**config.mk**
```make
export PLATFORM = sky130hd
export DESIGN_NAME = rgb_led_sequence_recorder
export DESIGN_NICKNAME = d
export VERILOG_FILES = /design/src/hw/rtl/rlsr_pkg.sv /design/src/hw/rtl/rgb_led_sequence_recorder.sv /design/src/hw/rtl/rlsr_ram.sv /design/src/hw/rtl/rlsr_front.sv /design/src/hw/rtl/rlsr_back.sv
export SDC_FILE = /design/constraint.sdc
export NUM_CORES = 2
export LEC_CHECK = 0
export BUFFER_PORTS_ARGS = -buffer_cell sky130_fd_sc_hd__buf_4
export CAP_MARGIN = 5
export CORE_MARGIN = 10
export CORE_UTILIZATION = 58
export CTS_CLUSTER_DIAMETER = 200
export CTS_CLUSTER_SIZE = 8
export DETAILED_ROUTE_END_ITERATION = 16
export PLACE_DENSITY_LB_ADDON = 0.25
export SYNTH_ARGS = -nofsm -noshare
export SYNTH_HDL_FRONTEND = slang
export SYNTH_SLANG_ARGS = --single-unit
```
**constraint.sdc**
```tcl
create_clock -name clk_i -period 8.75 [get_ports clk_i]
set_input_delay 0 -clock clk_i [delete_from_list [all_inputs] [get_ports clk_i]]
set_output_delay 0 -clock clk_i [all_outputs]
set_load 0.1 [all_outputs]
```
**src/hw/rtl/rlsr_pkg.sv**
```systemverilog
`default_nettype none

package rlsr_pkg;

  // Fixed field widths
  localparam int MODE_W    = 3;
  localparam int ADC_W     = 14;
  localparam int CFG_W     = 16;
  localparam int CMP_W     = 16;
  localparam int LEVEL_W   = 7;
  localparam int CURSOR_W  = 2;
  localparam int SAVED_W   = 4;
  localparam int PREVIEW_W = 24;
  localparam int TICK_W    = 16;

  // Block constants
  localparam int STORE_DEPTH = 10;
  localparam int LEVEL_MAX   = 100;
  localparam int BYTE_MAX    = 255;
  localparam int PTR_W       = (STORE_DEPTH > 1) ? $clog2(STORE_DEPTH) : 1;
  localparam int COUNT_W     = $clog2(STORE_DEPTH + 1);
  localparam int PROD_W      = ADC_W + LEVEL_W;
  localparam int STEP_W      = $clog2(LEVEL_W + 1);
  localparam int CPROD_W     = LEVEL_W + CMP_W;
  localparam int COLOR_W     = 3 * LEVEL_W;

  // Reciprocal of LEVEL_MAX for the compare division
  localparam int RECIP_SHIFT = 30;
  localparam int RECIP_W     = 31;
  localparam logic [RECIP_W-1:0] RECIP =
    RECIP_W'(((64'd1 << RECIP_SHIFT) + 64'(LEVEL_MAX) - 64'd1) / 64'(LEVEL_MAX));

  // Input queue; depth is a power of two so the pointers wrap on their own
  localparam int QUEUE_DEPTH = 2;
  localparam int QPTR_W      = (QUEUE_DEPTH > 1) ? $clog2(QUEUE_DEPTH) : 1;
  localparam int QCNT_W      = $clog2(QUEUE_DEPTH + 1);

  // Reset values of the configuration registers
  localparam logic [ADC_W-1:0] ADC_FS_RESET      = ADC_W'(10000);
  localparam logic [CFG_W-1:0] PLAY_PERIOD_RESET = CFG_W'(500);
  localparam logic [CFG_W-1:0] PWM_PERIOD_RESET  = CFG_W'(1250);

  // Mode codes on the input channel
  localparam logic [MODE_W-1:0] MODE_ADC    = MODE_W'(0);
  localparam logic [MODE_W-1:0] MODE_CURSOR = MODE_W'(1);
  localparam logic [MODE_W-1:0] MODE_SAVE   = MODE_W'(2);
  localparam logic [MODE_W-1:0] MODE_PLAY   = MODE_W'(3);
  localparam logic [MODE_W-1:0] MODE_TICK   = MODE_W'(4);

  // Channel codes for the cursor
  localparam logic [CURSOR_W-1:0] CH_RED   = CURSOR_W'(0);
  localparam logic [CURSOR_W-1:0] CH_GREEN = CURSOR_W'(1);
  localparam logic [CURSOR_W-1:0] CH_BLUE  = CURSOR_W'(2);

  typedef enum logic [1:0] {
    CFG_ADC_FULL_SCALE = 2'd0,
    CFG_PLAY_PERIOD    = 2'd1,
    CFG_PWM_PERIOD     = 2'd2
  } cfg_idx_e;

  typedef enum logic [2:0] {
    OP_ADC,
    OP_CURSOR,
    OP_SAVE,
    OP_PLAY,
    OP_TICK,
    OP_NOP
  } op_e;

  typedef enum logic [2:0] {
    ST_IDLE,
    ST_EXEC,
    ST_DIV,
    ST_RDWAIT,
    ST_MUL,
    ST_RECIP,
    ST_RESULT
  } back_state_e;

  typedef struct packed {
    logic [MODE_W-1:0] mode;
    logic [ADC_W-1:0]  adc_sample;
  } in_item_t;

  typedef struct packed {
    logic                 pwm_load;
    logic [CMP_W-1:0]     red_compare;
    logic [CMP_W-1:0]     green_compare;
    logic [CMP_W-1:0]     blue_compare;
    logic [LEVEL_W-1:0]   red_level;
    logic [LEVEL_W-1:0]   green_level;
    logic [LEVEL_W-1:0]   blue_level;
    logic [CURSOR_W-1:0]  cursor;
    logic [SAVED_W-1:0]   saved_count;
    logic                 playing;
    logic [PREVIEW_W-1:0] preview_color;
  } out_item_t;

  typedef struct packed {
    logic [ADC_W-1:0] adc_full_scale;
    logic [CFG_W-1:0] play_period_ticks;
    logic [CFG_W-1:0] pwm_period;
  } cfg_t;

  // Classified command passed from the front to the back
  typedef struct packed {
    op_e               op;
    logic [PROD_W-1:0] adc_prod;
  } cmd_t;

  typedef struct packed {
    logic [LEVEL_W-1:0] red;
    logic [LEVEL_W-1:0] green;
    logic [LEVEL_W-1:0] blue;
  } color_t;

  typedef struct packed {
    logic             we;
    logic [PTR_W-1:0] waddr;
    color_t           wdata;
    logic [PTR_W-1:0] raddr;
  } ram_req_t;

  typedef logic [(2**LEVEL_W)-1:0][7:0] preview_lut_t;

  // Level to preview byte, built at elaboration
  function automatic preview_lut_t build_preview_lut();
    preview_lut_t lut;
    for (int i = 0; i < 2**LEVEL_W; i++) begin
      lut[i] = 8'((i * BYTE_MAX) / LEVEL_MAX);
    end
    return lut;
  endfunction

  localparam preview_lut_t PREVIEW_LUT = build_preview_lut();

endpackage

`default_nettype wire

```
**src/hw/rtl/rgb_led_sequence_recorder.sv**
```systemverilog
// RGB LED colour mixer with a recorder of up to ten colours.
// Input channel (in_valid_i / in_ready_o / in_data_i): one transaction per
// event: ADC sample, next cursor, save colour, start playback or tick.
// Output channel (out_valid_o / out_ready_i / out_data_o): exactly one
// result transaction per input transaction, in order, carrying PWM compare
// values (zero unless pwm_load), the live levels, cursor, store fill,
// playback flag and the 0xRRGGBB preview.
// Configuration: cfg_we_i writes cfg_wdata_i into the register picked by
// cfg_idx_i (full scale, playback period, PWM period) at that clock edge.
// An ADC sample passes an overflow step, then one quotient bit per cycle in
// the divider. For a PWM load the three compare values are worked out one
// after another, each by a multiply and a reciprocal step, after a store
// read when a stored colour is loaded. Other events go straight to the
// result.
// The back sequencer takes one transaction at a time; a two-entry queue
// lets the front accept while it works.
// Reset clears levels, cursor, store fill, playback and the registers to
// their defaults; store contents stay undefined until saved.
// A stalled receiver holds the result in the output register; the back
// waits on it and the queue fills, then in_ready_o drops.
`default_nettype none

module rgb_led_sequence_recorder (
  input  wire logic                  clk_i,
  input  wire logic                  rst_ni,
  input  wire logic                  in_valid_i,
  output logic                       in_ready_o,
  input  wire rlsr_pkg::in_item_t     in_data_i,
  output logic                       out_valid_o,
  input  wire logic                  out_ready_i,
  output rlsr_pkg::out_item_t         out_data_o,
  input  wire logic                  cfg_we_i,
  input  wire logic [1:0]            cfg_idx_i,
  input  wire logic [rlsr_pkg::CFG_W-1:0] cfg_wdata_i
);

  rlsr_pkg::cfg_t     cfg_q;
  logic               cmd_valid;
  logic               cmd_ready;
  rlsr_pkg::cmd_t     cmd;
  rlsr_pkg::ram_req_t ram_req;
  rlsr_pkg::color_t   ram_rdata;

  // Configuration registers
  always_ff @(posedge clk_i or negedge rst_ni) begin
    if (!rst_ni) begin
      cfg_q.adc_full_scale    <= rlsr_pkg::ADC_FS_RESET;
      cfg_q.play_period_ticks <= rlsr_pkg::PLAY_PERIOD_RESET;
      cfg_q.pwm_period        <= rlsr_pkg::PWM_PERIOD_RESET;
    end else if (cfg_we_i) begin
      case (cfg_idx_i)
        rlsr_pkg::CFG_ADC_FULL_SCALE:
          cfg_q.adc_full_scale <= cfg_wdata_i[rlsr_pkg::ADC_W-1:0];
        rlsr_pkg::CFG_PLAY_PERIOD: cfg_q.play_period_ticks <= cfg_wdata_i;
        rlsr_pkg::CFG_PWM_PERIOD:  cfg_q.pwm_period        <= cfg_wdata_i;
        default:                   cfg_q <= cfg_q;
      endcase
    end
  end

  rlsr_front u_front (
    .clk_i       (clk_i),
    .rst_ni      (rst_ni),
    .in_valid_i  (in_valid_i),
    .in_ready_o  (in_ready_o),
    .in_data_i   (in_data_i),
    .cmd_valid_o (cmd_valid),
    .cmd_ready_i (cmd_ready),
    .cmd_o       (cmd)
  );

  rlsr_ram #(
    .WIDTH (rlsr_pkg::COLOR_W),
    .DEPTH (rlsr_pkg::STORE_DEPTH)
  ) u_store (
    .clk_i   (clk_i),
    .we_i    (ram_req.we),
    .waddr_i (ram_req.waddr),
    .wdata_i (ram_req.wdata),
    .raddr_i (ram_req.raddr),
    .rdata_o (ram_rdata)
  );

  rlsr_back u_back (
    .clk_i       (clk_i),
    .rst_ni      (rst_ni),
    .cfg_i       (cfg_q),
    .cmd_valid_i (cmd_valid),
    .cmd_ready_o (cmd_ready),
    .cmd_i       (cmd),
    .ram_req_o   (ram_req),
    .ram_rdata_i (ram_rdata),
    .out_valid_o (out_valid_o),
    .out_ready_i (out_ready_i),
    .out_data_o  (out_data_o)
  );

endmodule

`default_nettype wire

```
**src/hw/rtl/rlsr_ram.sv**
```systemverilog
`default_nettype none

module rlsr_ram #(
  parameter int WIDTH = 8,
  parameter int DEPTH = 16
) (
  input  wire logic                                   clk_i,
  input  wire logic                                   we_i,
  input  wire logic [((DEPTH > 1) ? $clog2(DEPTH) : 1)-1:0] waddr_i,
  input  wire logic [WIDTH-1:0]                       wdata_i,
  input  wire logic [((DEPTH > 1) ? $clog2(DEPTH) : 1)-1:0] raddr_i,
  output logic      [WIDTH-1:0]                       rdata_o
);

  logic [WIDTH-1:0] mem_q [DEPTH];
  logic [WIDTH-1:0] rdata_q;

  // Write port and registered read port
  always_ff @(posedge clk_i) begin
    if (we_i) begin
      mem_q[waddr_i] <= wdata_i;
    end
    rdata_q <= mem_q[raddr_i];
  end

  assign rdata_o = rdata_q;

endmodule

`default_nettype wire

```
**src/hw/rtl/rlsr_front.sv**
```systemverilog
`default_nettype none

module rlsr_front (
  input  wire logic              clk_i,
  input  wire logic              rst_ni,
  input  wire logic              in_valid_i,
  output logic                   in_ready_o,
  input  wire rlsr_pkg::in_item_t in_data_i,
  output logic                   cmd_valid_o,
  input  wire logic              cmd_ready_i,
  output rlsr_pkg::cmd_t         cmd_o
);

  rlsr_pkg::cmd_t                     entry_q [rlsr_pkg::QUEUE_DEPTH];
  logic [rlsr_pkg::QPTR_W-1:0]        wr_ptr_q, wr_ptr_d;
  logic [rlsr_pkg::QPTR_W-1:0]        rd_ptr_q, rd_ptr_d;
  logic [rlsr_pkg::QCNT_W-1:0]        cnt_q, cnt_d;
  rlsr_pkg::cmd_t                     cls_cmd;
  logic                               push, pop;

  // Classify the transaction and scale the sample ahead of the divider
  always_comb begin
    cls_cmd.adc_prod = rlsr_pkg::PROD_W'(in_data_i.adc_sample) *
                       rlsr_pkg::PROD_W'(rlsr_pkg::LEVEL_MAX);
    case (in_data_i.mode)
      rlsr_pkg::MODE_ADC:    cls_cmd.op = rlsr_pkg::OP_ADC;
      rlsr_pkg::MODE_CURSOR: cls_cmd.op = rlsr_pkg::OP_CURSOR;
      rlsr_pkg::MODE_SAVE:   cls_cmd.op = rlsr_pkg::OP_SAVE;
      rlsr_pkg::MODE_PLAY:   cls_cmd.op = rlsr_pkg::OP_PLAY;
      rlsr_pkg::MODE_TICK:   cls_cmd.op = rlsr_pkg::OP_TICK;
      default:               cls_cmd.op = rlsr_pkg::OP_NOP;
    endcase
  end

  assign in_ready_o  = (cnt_q != rlsr_pkg::QCNT_W'(rlsr_pkg::QUEUE_DEPTH));
  assign cmd_valid_o = (cnt_q != '0);
  assign cmd_o       = entry_q[rd_ptr_q];
  assign push        = in_valid_i && in_ready_o;
  assign pop         = cmd_valid_o && cmd_ready_i;

  // Advance queue pointers and fill level
  always_comb begin
    wr_ptr_d = push ? wr_ptr_q + 1'b1 : wr_ptr_q;
    rd_ptr_d = pop  ? rd_ptr_q + 1'b1 : rd_ptr_q;
    cnt_d    = cnt_q;
    if (push && !pop) begin
      cnt_d = cnt_q + 1'b1;
    end else if (pop && !push) begin
      cnt_d = cnt_q - 1'b1;
    end
  end

  always_ff @(posedge clk_i or negedge rst_ni) begin
    if (!rst_ni) begin
      wr_ptr_q <= '0;
      rd_ptr_q <= '0;
      cnt_q    <= '0;
    end else begin
      wr_ptr_q <= wr_ptr_d;
      rd_ptr_q <= rd_ptr_d;
      cnt_q    <= cnt_d;
    end
  end

  // Hold queue entries
  always_ff @(posedge clk_i) begin
    if (push) begin
      entry_q[wr_ptr_q] <= cls_cmd;
    end
  end

endmodule

`default_nettype wire

```
**src/hw/rtl/rlsr_back.sv**
```systemverilog
`default_nettype none

module rlsr_back (
  input  wire logic                 clk_i,
  input  wire logic                 rst_ni,
  input  wire rlsr_pkg::cfg_t        cfg_i,
  input  wire logic                 cmd_valid_i,
  output logic                      cmd_ready_o,
  input  wire rlsr_pkg::cmd_t        cmd_i,
  output rlsr_pkg::ram_req_t         ram_req_o,
  input  wire rlsr_pkg::color_t      ram_rdata_i,
  output logic                      out_valid_o,
  input  wire logic                 out_ready_i,
  output rlsr_pkg::out_item_t        out_data_o
);

  localparam logic [rlsr_pkg::LEVEL_W-1:0] LMAX = rlsr_pkg::LEVEL_W'(rlsr_pkg::LEVEL_MAX);
  localparam logic [rlsr_pkg::STEP_W-1:0]  STEP_TOP = rlsr_pkg::STEP_W'(rlsr_pkg::LEVEL_W);
  localparam logic [rlsr_pkg::TICK_W-1:0]  TICK_SAT = '1;
  localparam logic [1:0]                   CH_LAST = 2'd2;

  rlsr_pkg::back_state_e             state_q, state_d;
  rlsr_pkg::cmd_t                    cmd_q, cmd_d;
  rlsr_pkg::color_t                  live_q, live_d;
  logic [rlsr_pkg::CURSOR_W-1:0]     cursor_q, cursor_d;
  logic [rlsr_pkg::COUNT_W-1:0]      count_q, count_d;
  logic                              playing_q, playing_d;
  logic [rlsr_pkg::COUNT_W-1:0]      pos_q, pos_d;
  logic [rlsr_pkg::TICK_W-1:0]       tick_q, tick_d;
  logic [rlsr_pkg::PROD_W-1:0]       rem_q, rem_d;
  logic [rlsr_pkg::PROD_W-1:0]       dvs_q, dvs_d;
  logic [rlsr_pkg::LEVEL_W-1:0]      quo_q, quo_d;
  logic                              sat_q, sat_d;
  logic [rlsr_pkg::STEP_W-1:0]       step_q, step_d;
  logic [rlsr_pkg::LEVEL_W-1:0]      col_q [3];
  logic [rlsr_pkg::LEVEL_W-1:0]      col_d [3];
  logic [rlsr_pkg::CMP_W-1:0]        cmp_q [3];
  logic [rlsr_pkg::CMP_W-1:0]        cmp_d [3];
  logic [1:0]                        ch_q, ch_d;
  logic [rlsr_pkg::CPROD_W-1:0]      cprod_q, cprod_d;
  logic                              load_q, load_d;
  logic                              out_valid_q, out_valid_d;
  rlsr_pkg::out_item_t               out_q, out_d;

  logic [rlsr_pkg::ADC_W-1:0]        fs_eff;
  logic                              play_ok, save_ok;
  logic [rlsr_pkg::TICK_W-1:0]       tick_inc;
  logic                              tick_exp;
  logic [rlsr_pkg::COUNT_W-1:0]      pos_inc;
  logic                              play_end;
  logic                              div_ge;
  logic                              res_go;
  logic [rlsr_pkg::CPROD_W+rlsr_pkg::RECIP_W-1:0] recip_prod;
  logic [rlsr_pkg::LEVEL_W-1:0]      adc_level;

  // Shared decisions for the sequencer
  always_comb begin
    fs_eff   = (cfg_i.adc_full_scale == '0) ? rlsr_pkg::ADC_W'(1) : cfg_i.adc_full_scale;
    play_ok  = (count_q != '0) && !playing_q;
    save_ok  = (count_q < rlsr_pkg::COUNT_W'(rlsr_pkg::STORE_DEPTH));
    tick_inc = (tick_q != TICK_SAT) ? tick_q + 1'b1 : tick_q;
    tick_exp = (tick_inc >= cfg_i.play_period_ticks);
    pos_inc  = pos_q + 1'b1;
    play_end = (pos_inc >= count_q);
    div_ge   = (rem_q >= dvs_q);
    res_go   = !out_valid_q || out_ready_i;
    recip_prod = (rlsr_pkg::CPROD_W + rlsr_pkg::RECIP_W)'(cprod_q) *
                 (rlsr_pkg::CPROD_W + rlsr_pkg::RECIP_W)'(rlsr_pkg::RECIP);
  end

  // Next state
  always_comb begin
    state_d = state_q;
    case (state_q)
      rlsr_pkg::ST_IDLE: begin
        if (cmd_valid_i) begin
          state_d = rlsr_pkg::ST_EXEC;
        end
      end
      rlsr_pkg::ST_EXEC: begin
        case (cmd_q.op)
          rlsr_pkg::OP_ADC:  state_d = rlsr_pkg::ST_DIV;
          rlsr_pkg::OP_SAVE: state_d = rlsr_pkg::ST_MUL;
          rlsr_pkg::OP_PLAY: state_d = play_ok ? rlsr_pkg::ST_RDWAIT : rlsr_pkg::ST_RESULT;
          rlsr_pkg::OP_TICK: begin
            if (playing_q && tick_exp) begin
              state_d = play_end ? rlsr_pkg::ST_MUL : rlsr_pkg::ST_RDWAIT;
            end else begin
              state_d = rlsr_pkg::ST_RESULT;
            end
          end
          default: state_d = rlsr_pkg::ST_RESULT;
        endcase
      end
      rlsr_pkg::ST_DIV: begin
        if (step_q == '0) begin
          state_d = rlsr_pkg::ST_RESULT;
        end
      end
      rlsr_pkg::ST_RDWAIT: state_d = rlsr_pkg::ST_MUL;
      rlsr_pkg::ST_MUL:    state_d = rlsr_pkg::ST_RECIP;
      rlsr_pkg::ST_RECIP:  state_d = (ch_q == CH_LAST) ? rlsr_pkg::ST_RESULT : rlsr_pkg::ST_MUL;
      rlsr_pkg::ST_RESULT: begin
        if (res_go) begin
          state_d = rlsr_pkg::ST_IDLE;
        end
      end
      default: state_d = rlsr_pkg::ST_IDLE;
    endcase
  end

  // Outputs toward the queue and the store
  always_comb begin
    cmd_ready_o     = (state_q == rlsr_pkg::ST_IDLE);
    ram_req_o.we    = 1'b0;
    ram_req_o.waddr = count_q[rlsr_pkg::PTR_W-1:0];
    ram_req_o.wdata = live_q;
    ram_req_o.raddr = '0;
    if (state_q == rlsr_pkg::ST_EXEC) begin
      case (cmd_q.op)
        rlsr_pkg::OP_SAVE: ram_req_o.we    = save_ok;
        rlsr_pkg::OP_TICK: ram_req_o.raddr = pos_inc[rlsr_pkg::PTR_W-1:0];
        default:           ram_req_o.raddr = '0;
      endcase
    end
  end

  assign out_valid_o = out_valid_q;
  assign out_data_o  = out_q;

  // Datapath
  always_comb begin
    cmd_d       = cmd_q;
    live_d      = live_q;
    cursor_d    = cursor_q;
    count_d     = count_q;
    playing_d   = playing_q;
    pos_d       = pos_q;
    tick_d      = tick_q;
    rem_d       = rem_q;
    dvs_d       = dvs_q;
    quo_d       = quo_q;
    sat_d       = sat_q;
    step_d      = step_q;
    col_d       = col_q;
    cmp_d       = cmp_q;
    ch_d        = ch_q;
    cprod_d     = cprod_q;
    load_d      = load_q;
    out_valid_d = out_valid_q;
    out_d       = out_q;
    adc_level   = '0;

    if (out_valid_q && out_ready_i) begin
      out_valid_d = 1'b0;
    end

    case (state_q)
      rlsr_pkg::ST_IDLE: begin
        if (cmd_valid_i) begin
          cmd_d = cmd_i;
        end
      end
      rlsr_pkg::ST_EXEC: begin
        load_d = 1'b0;
        ch_d   = '0;
        col_d[0] = live_q.red;
        col_d[1] = live_q.green;
        col_d[2] = live_q.blue;
        case (cmd_q.op)
          rlsr_pkg::OP_ADC: begin
            rem_d  = cmd_q.adc_prod;
            dvs_d  = {fs_eff, {rlsr_pkg::LEVEL_W{1'b0}}};
            quo_d  = '0;
            sat_d  = 1'b0;
            step_d = STEP_TOP;
          end
          rlsr_pkg::OP_CURSOR: begin
            cursor_d = (cursor_q == rlsr_pkg::CH_BLUE) ? rlsr_pkg::CH_RED : cursor_q + 1'b1;
          end
          rlsr_pkg::OP_SAVE: begin
            if (save_ok) begin
              count_d = count_q + 1'b1;
            end
            load_d = 1'b1;
          end
          rlsr_pkg::OP_PLAY: begin
            if (play_ok) begin
              playing_d = 1'b1;
              pos_d     = '0;
              tick_d    = '0;
              load_d    = 1'b1;
            end
          end
          rlsr_pkg::OP_TICK: begin
            if (playing_q) begin
              if (tick_exp) begin
                tick_d = '0;
                pos_d  = pos_inc;
                load_d = 1'b1;
                if (play_end) begin
                  playing_d = 1'b0;
                end
              end else begin
                tick_d = tick_inc;
              end
            end
          end
          default: load_d = 1'b0;
        endcase
      end
      rlsr_pkg::ST_DIV: begin
        // One quotient bit per cycle; the top step only detects overflow
        if (step_q == STEP_TOP) begin
          sat_d = div_ge;
        end else begin
          if (div_ge) begin
            rem_d = rem_q - dvs_q;
          end
          quo_d = {quo_q[rlsr_pkg::LEVEL_W-2:0], div_ge};
        end
        dvs_d  = dvs_q >> 1;
        step_d = step_q - 1'b1;
        if (step_q == '0) begin
          adc_level = (sat_d || (quo_d > LMAX)) ? LMAX : quo_d;
          case (cursor_q)
            rlsr_pkg::CH_RED:   live_d.red   = adc_level;
            rlsr_pkg::CH_GREEN: live_d.green = adc_level;
            default:            live_d.blue  = adc_level;
          endcase
        end
      end
      rlsr_pkg::ST_RDWAIT: begin
        col_d[0] = ram_rdata_i.red;
        col_d[1] = ram_rdata_i.green;
        col_d[2] = ram_rdata_i.blue;
      end
      rlsr_pkg::ST_MUL: begin
        cprod_d = rlsr_pkg::CPROD_W'(LMAX - col_q[ch_q]) *
                  rlsr_pkg::CPROD_W'(cfg_i.pwm_period);
      end
      rlsr_pkg::ST_RECIP: begin
        cmp_d[ch_q] = recip_prod[rlsr_pkg::RECIP_SHIFT +: rlsr_pkg::CMP_W];
        ch_d        = ch_q + 1'b1;
      end
      rlsr_pkg::ST_RESULT: begin
        if (res_go) begin
          out_valid_d         = 1'b1;
          out_d.pwm_load      = load_q;
          out_d.red_compare   = load_q ? cmp_q[0] : '0;
          out_d.green_compare = load_q ? cmp_q[1] : '0;
          out_d.blue_compare  = load_q ? cmp_q[2] : '0;
          out_d.red_level     = live_q.red;
          out_d.green_level   = live_q.green;
          out_d.blue_level    = live_q.blue;
          out_d.cursor        = cursor_q;
          out_d.saved_count   = rlsr_pkg::SAVED_W'(count_q);
          out_d.playing       = playing_q;
          out_d.preview_color = {rlsr_pkg::PREVIEW_LUT[live_q.red],
                                 rlsr_pkg::PREVIEW_LUT[live_q.green],
                                 rlsr_pkg::PREVIEW_LUT[live_q.blue]};
        end
      end
      default: load_d = load_q;
    endcase
  end

  // Control state
  always_ff @(posedge clk_i or negedge rst_ni) begin
    if (!rst_ni) begin
      state_q     <= rlsr_pkg::ST_IDLE;
      live_q      <= '0;
      cursor_q    <= rlsr_pkg::CH_RED;
      count_q     <= '0;
      playing_q   <= 1'b0;
      pos_q       <= '0;
      tick_q      <= '0;
      out_valid_q <= 1'b0;
    end else begin
      state_q     <= state_d;
      live_q      <= live_d;
      cursor_q    <= cursor_d;
      count_q     <= count_d;
      playing_q   <= playing_d;
      pos_q       <= pos_d;
      tick_q      <= tick_d;
      out_valid_q <= out_valid_d;
    end
  end

  // Working registers
  always_ff @(posedge clk_i) begin
    cmd_q   <= cmd_d;
    rem_q   <= rem_d;
    dvs_q   <= dvs_d;
    quo_q   <= quo_d;
    sat_q   <= sat_d;
    step_q  <= step_d;
    col_q   <= col_d;
    cmp_q   <= cmp_d;
    ch_q    <= ch_d;
    cprod_q <= cprod_d;
    load_q  <= load_d;
    out_q   <= out_d;
  end

endmodule

`default_nettype wire
```
==> results.md <==
* First-pass GRT wire length at 161,400 um
* Synth Net Count at ~4,800
* Number of vias in the routed layout at 29,840
* Core Rows at ~100
* Post-synthesis xor/xnor area fraction at under 10%
* CTS Buf Count at 90
* Largest family of logic cells by synthesized area: adder cells
* Ys flop type: edfxtp_1
* #FFs+latches synth at ~650
* Final Setup Violations at 0
* Synth area leader: edfxtp_1
* Yosys warnings at 0
* Antenna-violating nets left at 0
* TritonCTS Sinks at between 600 and 700
* Setup Skew at 0.05224 ns
* Core ar. at 77,590 sq um
* Post-Synthesis Cell Area at roughly 45,000 sq um
* Final hold violation count at 0
* WL/cell at 19.00 um
* Maxcap violations at 0
* Port bufs at 142
* Status: finished clean
* Initial DRC Count at about 2,400
* Io pins at 143
* Register area share after synthesis at approximately two fifths
* Post-synthesis adder-cell area fraction at 26.99%
* Die Area at 90,040 sq um
* Fmax at 122.3 MHz
* Slew headroom at 17.14%
* Largest stage delay, worst path at around 0.75 ns
* Number of fillers in the final layout at 5,902
* Synth Area per Inst at 11.38 sq um
* Worst path slowest cell: fa_1
* Ranking of synthesized cells by area: edfxtp_1 35%, fa_1 15%, ha_1 12%
* Post-route minimum period at just over 8 ns
* Synth Area in Simple Gates at 8.891%
* Post-synth EDFFs at 525
* Crit. End Element: register
* H-tree levels at 3
* Post-synthesis compound-gate area fraction at 9.857%
* TritonCTS clock tree: done
* Mapped Cells at about 4,000
* Final slew viol count at 0
* Initial core utilization at 58.63%
* Grt total ovfl at 0
* Largest net degree at the start of global routing at ~80
* DIE WIDTH at 300.1 um
* Pre-antenna DRT Iters at 6
* Post-cts gate resize count at 0
* Post-synthesis mux area share at 4.370%
* Seq. cell area at 18,760 sq um
* Final period utilization at between 90% and 100%
* Critical Path RT at 9.12 ns
* GRT Util Overall at 22.24%
* Clock transition at path regs at 0.05 ns
* Clk root buf: clkbuf_16
* Longest Clk Path Bufs at 3
* CP delay by family, top: adder cells
* Most common cell after layout, fill and taps aside: inv_1
* CP cell instances: mux2i_1, o2bb2ai_2, o21ai_1, a21oi_1, nand2_1, fa_1, fa_1, fa_1, inv_1, fa_1, inv_1, fa_1, fa_1, inv_1, ha_1, inv_1, o21bai_1, a21oi_1, o21ai_1, o31ai_1, a31oi_1, or4_1, and4_1
* Crit path launch type: register
* Post-cts hold buffer count at 35
* Nets at 4,964
* Library cells used by synthesis at 89
* Worst-Margin Slew at 1.238 ns
* Critical Path Most Common Cell: fa_1
* Fin cells at approximately 5,300
* Hold_ws at about 0.096 ns
* Via density at approximately 5.7
* Synth top area share at 34.65%
* Multi-input gate area at 23,770 sq um
* Worst hold path class: primary input to register
* Layout cells sized above 1 at 11.06%
* Clk_lat worst skew at 0.65 ns
* Initial antenna violation count at 4
* RSZ-0062 raised after global routing: no
* Max FO, Critical Path at 18
* Vias in the first global route at 30,270
* CP Data Arrival Time at 8.55 ns
* Layout overhead on the synthesized area at 11.20%
* DRC viols at 0
* Postcts setup bufs at 0
* Crit Path Class: register to register
* Final wirelength at 99,830 um
* Die Ht at 300.1 um
* Setup_tns at 0 ns
* WP buf/inv at 4
* Post-synth ARST share at 15.74%
* Most frequent cells in the layout: 638 x inv_1, 525 x edfxtp_1, 427 x ha_1
* Final GP Congestion at 0.9247
* Placed cells at 5,065
* Post-detail-place hpwl at approximately 72,000 um
==> final timing paths <==
check	start	slack, ns	depth (start not counted)	to
max in group asynchronous	rst_ni	7.22	4	u_back.ram_req_o[21]
worst max register to register	u_back.ch_q[0]	0.57	23	u_back.cprod_q[22]
worst min-delay path	in_data_i[13]	0.1	5	u_front.entry_q[0][18]
worst min register to register	u_back.ram_req_o[23]	0.48	2	u_back.ram_req_o[23]
worst max-delay path	u_back.ch_q[0]	0.57	23	u_back.cprod_q[22]
min in group asynchronous	rst_ni	0.62	3	cfg_q[41]
==> stage by stage <==
stage / area [sq um] / util, % / worst slack (ns)
final: 50590 / 65.20 / 0.5749
after floorplan: 45500 / - / 1.288
after CTS: 50590 / 65.19 / 0.6371
after global routing: 50590 / 65.20 / 0.09150
after detailed placement: 47620 / 61.36 / 0.7589
after global placement: 47620 / 61.36 / 0.9147
==> sequential cells by signal (all words and copies together), names as in the netlist, 3 cells and up <==
signal	count
cfg_q	46
u_back.rem_q	21
u_back.dvs_q	21
u_store.rdata_o	21
u_back.step_q	3
u_back.quo_q	7
u_store.mem_q	210
u_back.cprod_q	23
u_back.pos_q	4
u_back.state_q	3
u_back.ram_req_o	21
u_front.entry_q	44
u_back.cmd_q	22
u_back.count_q	4
u_back.tick_q	16
u_back.cmp_q	48
u_back.out_data_o	101
u_back.col_q	21
==> layer usage <==
layer	share of wire [%]	vias to the layer above	track usage (%)	wire length [um]
li1	-	14090	-	-
met1	43	14680	29.95	43280
met2	48	894	36.77	47920
met3	6.0	169	3.715	5966
met4	2.7	2	6.680	2657
met5	0.0070	-	0	7
==> cell type report <==
class / count / share of cell area [%]
multi-input combinational: 2553 / 47.00
sequential: 648 / 37.08
clock buffer: 149 / 4.932
inverter: 641 / 4.756
timing repair buffer: 218 / 3.428
tap: 1040 / 2.572
clock inverter: 5 / 0.2275
antenna: 1 / 0.004947
==> cells by family (layout without fill, tap and decap cells) <==
group | count (synthesis) | count (layout)
AND/OR/NAND/NOR | 842 | 842
buffers and inverters | 797 | 1013
adder cells (fa/ha/maj) | 775 | 775
AO/OA/AOI/OAI | 685 | 685
flip-flops | 648 | 648
multiplexers | 147 | 147
XOR/XNOR | 104 | 104
other | 0 | 1
==> tightest hold or removal path, cell delays in order <==
cell and delay, ns:
buf_4 0.10, ha_1 0.15, inv_1 0.08, nand4_1 0.08
o311ai_0 0.14
==> Yosys cell counts, drive strengths merged (7+ instances only) <==
library cell	count
o211ai	20
o22ai	15
o31ai	34
nand3	26
nor2	176
a311oi	7
nor3	41
a211oi	58
xnor2	67
nand3b	8
a21oi	172
nand2	312
o21ai	144
o21bai	7
o221ai	47
mux2	93
a21boi	10
dfstp	16
mux4	32
clkbuf	121
nor3b	9
inv	639
nor2b	21
and3	30
buf	35
o2bb2ai	12
nand4	13
mux2i	22
edfxtp	525
or3	14
o21a	20
dfrtp	86
and2	129
fa	345
ha	427
a31o	7
a21o	30
dfxtp	21
a31oi	54
or4	8
xor2	37
nand2b	39
Power is not shown: default switching activity piles up to over one toggle a cycle in this logic, so the estimate is an artifact.
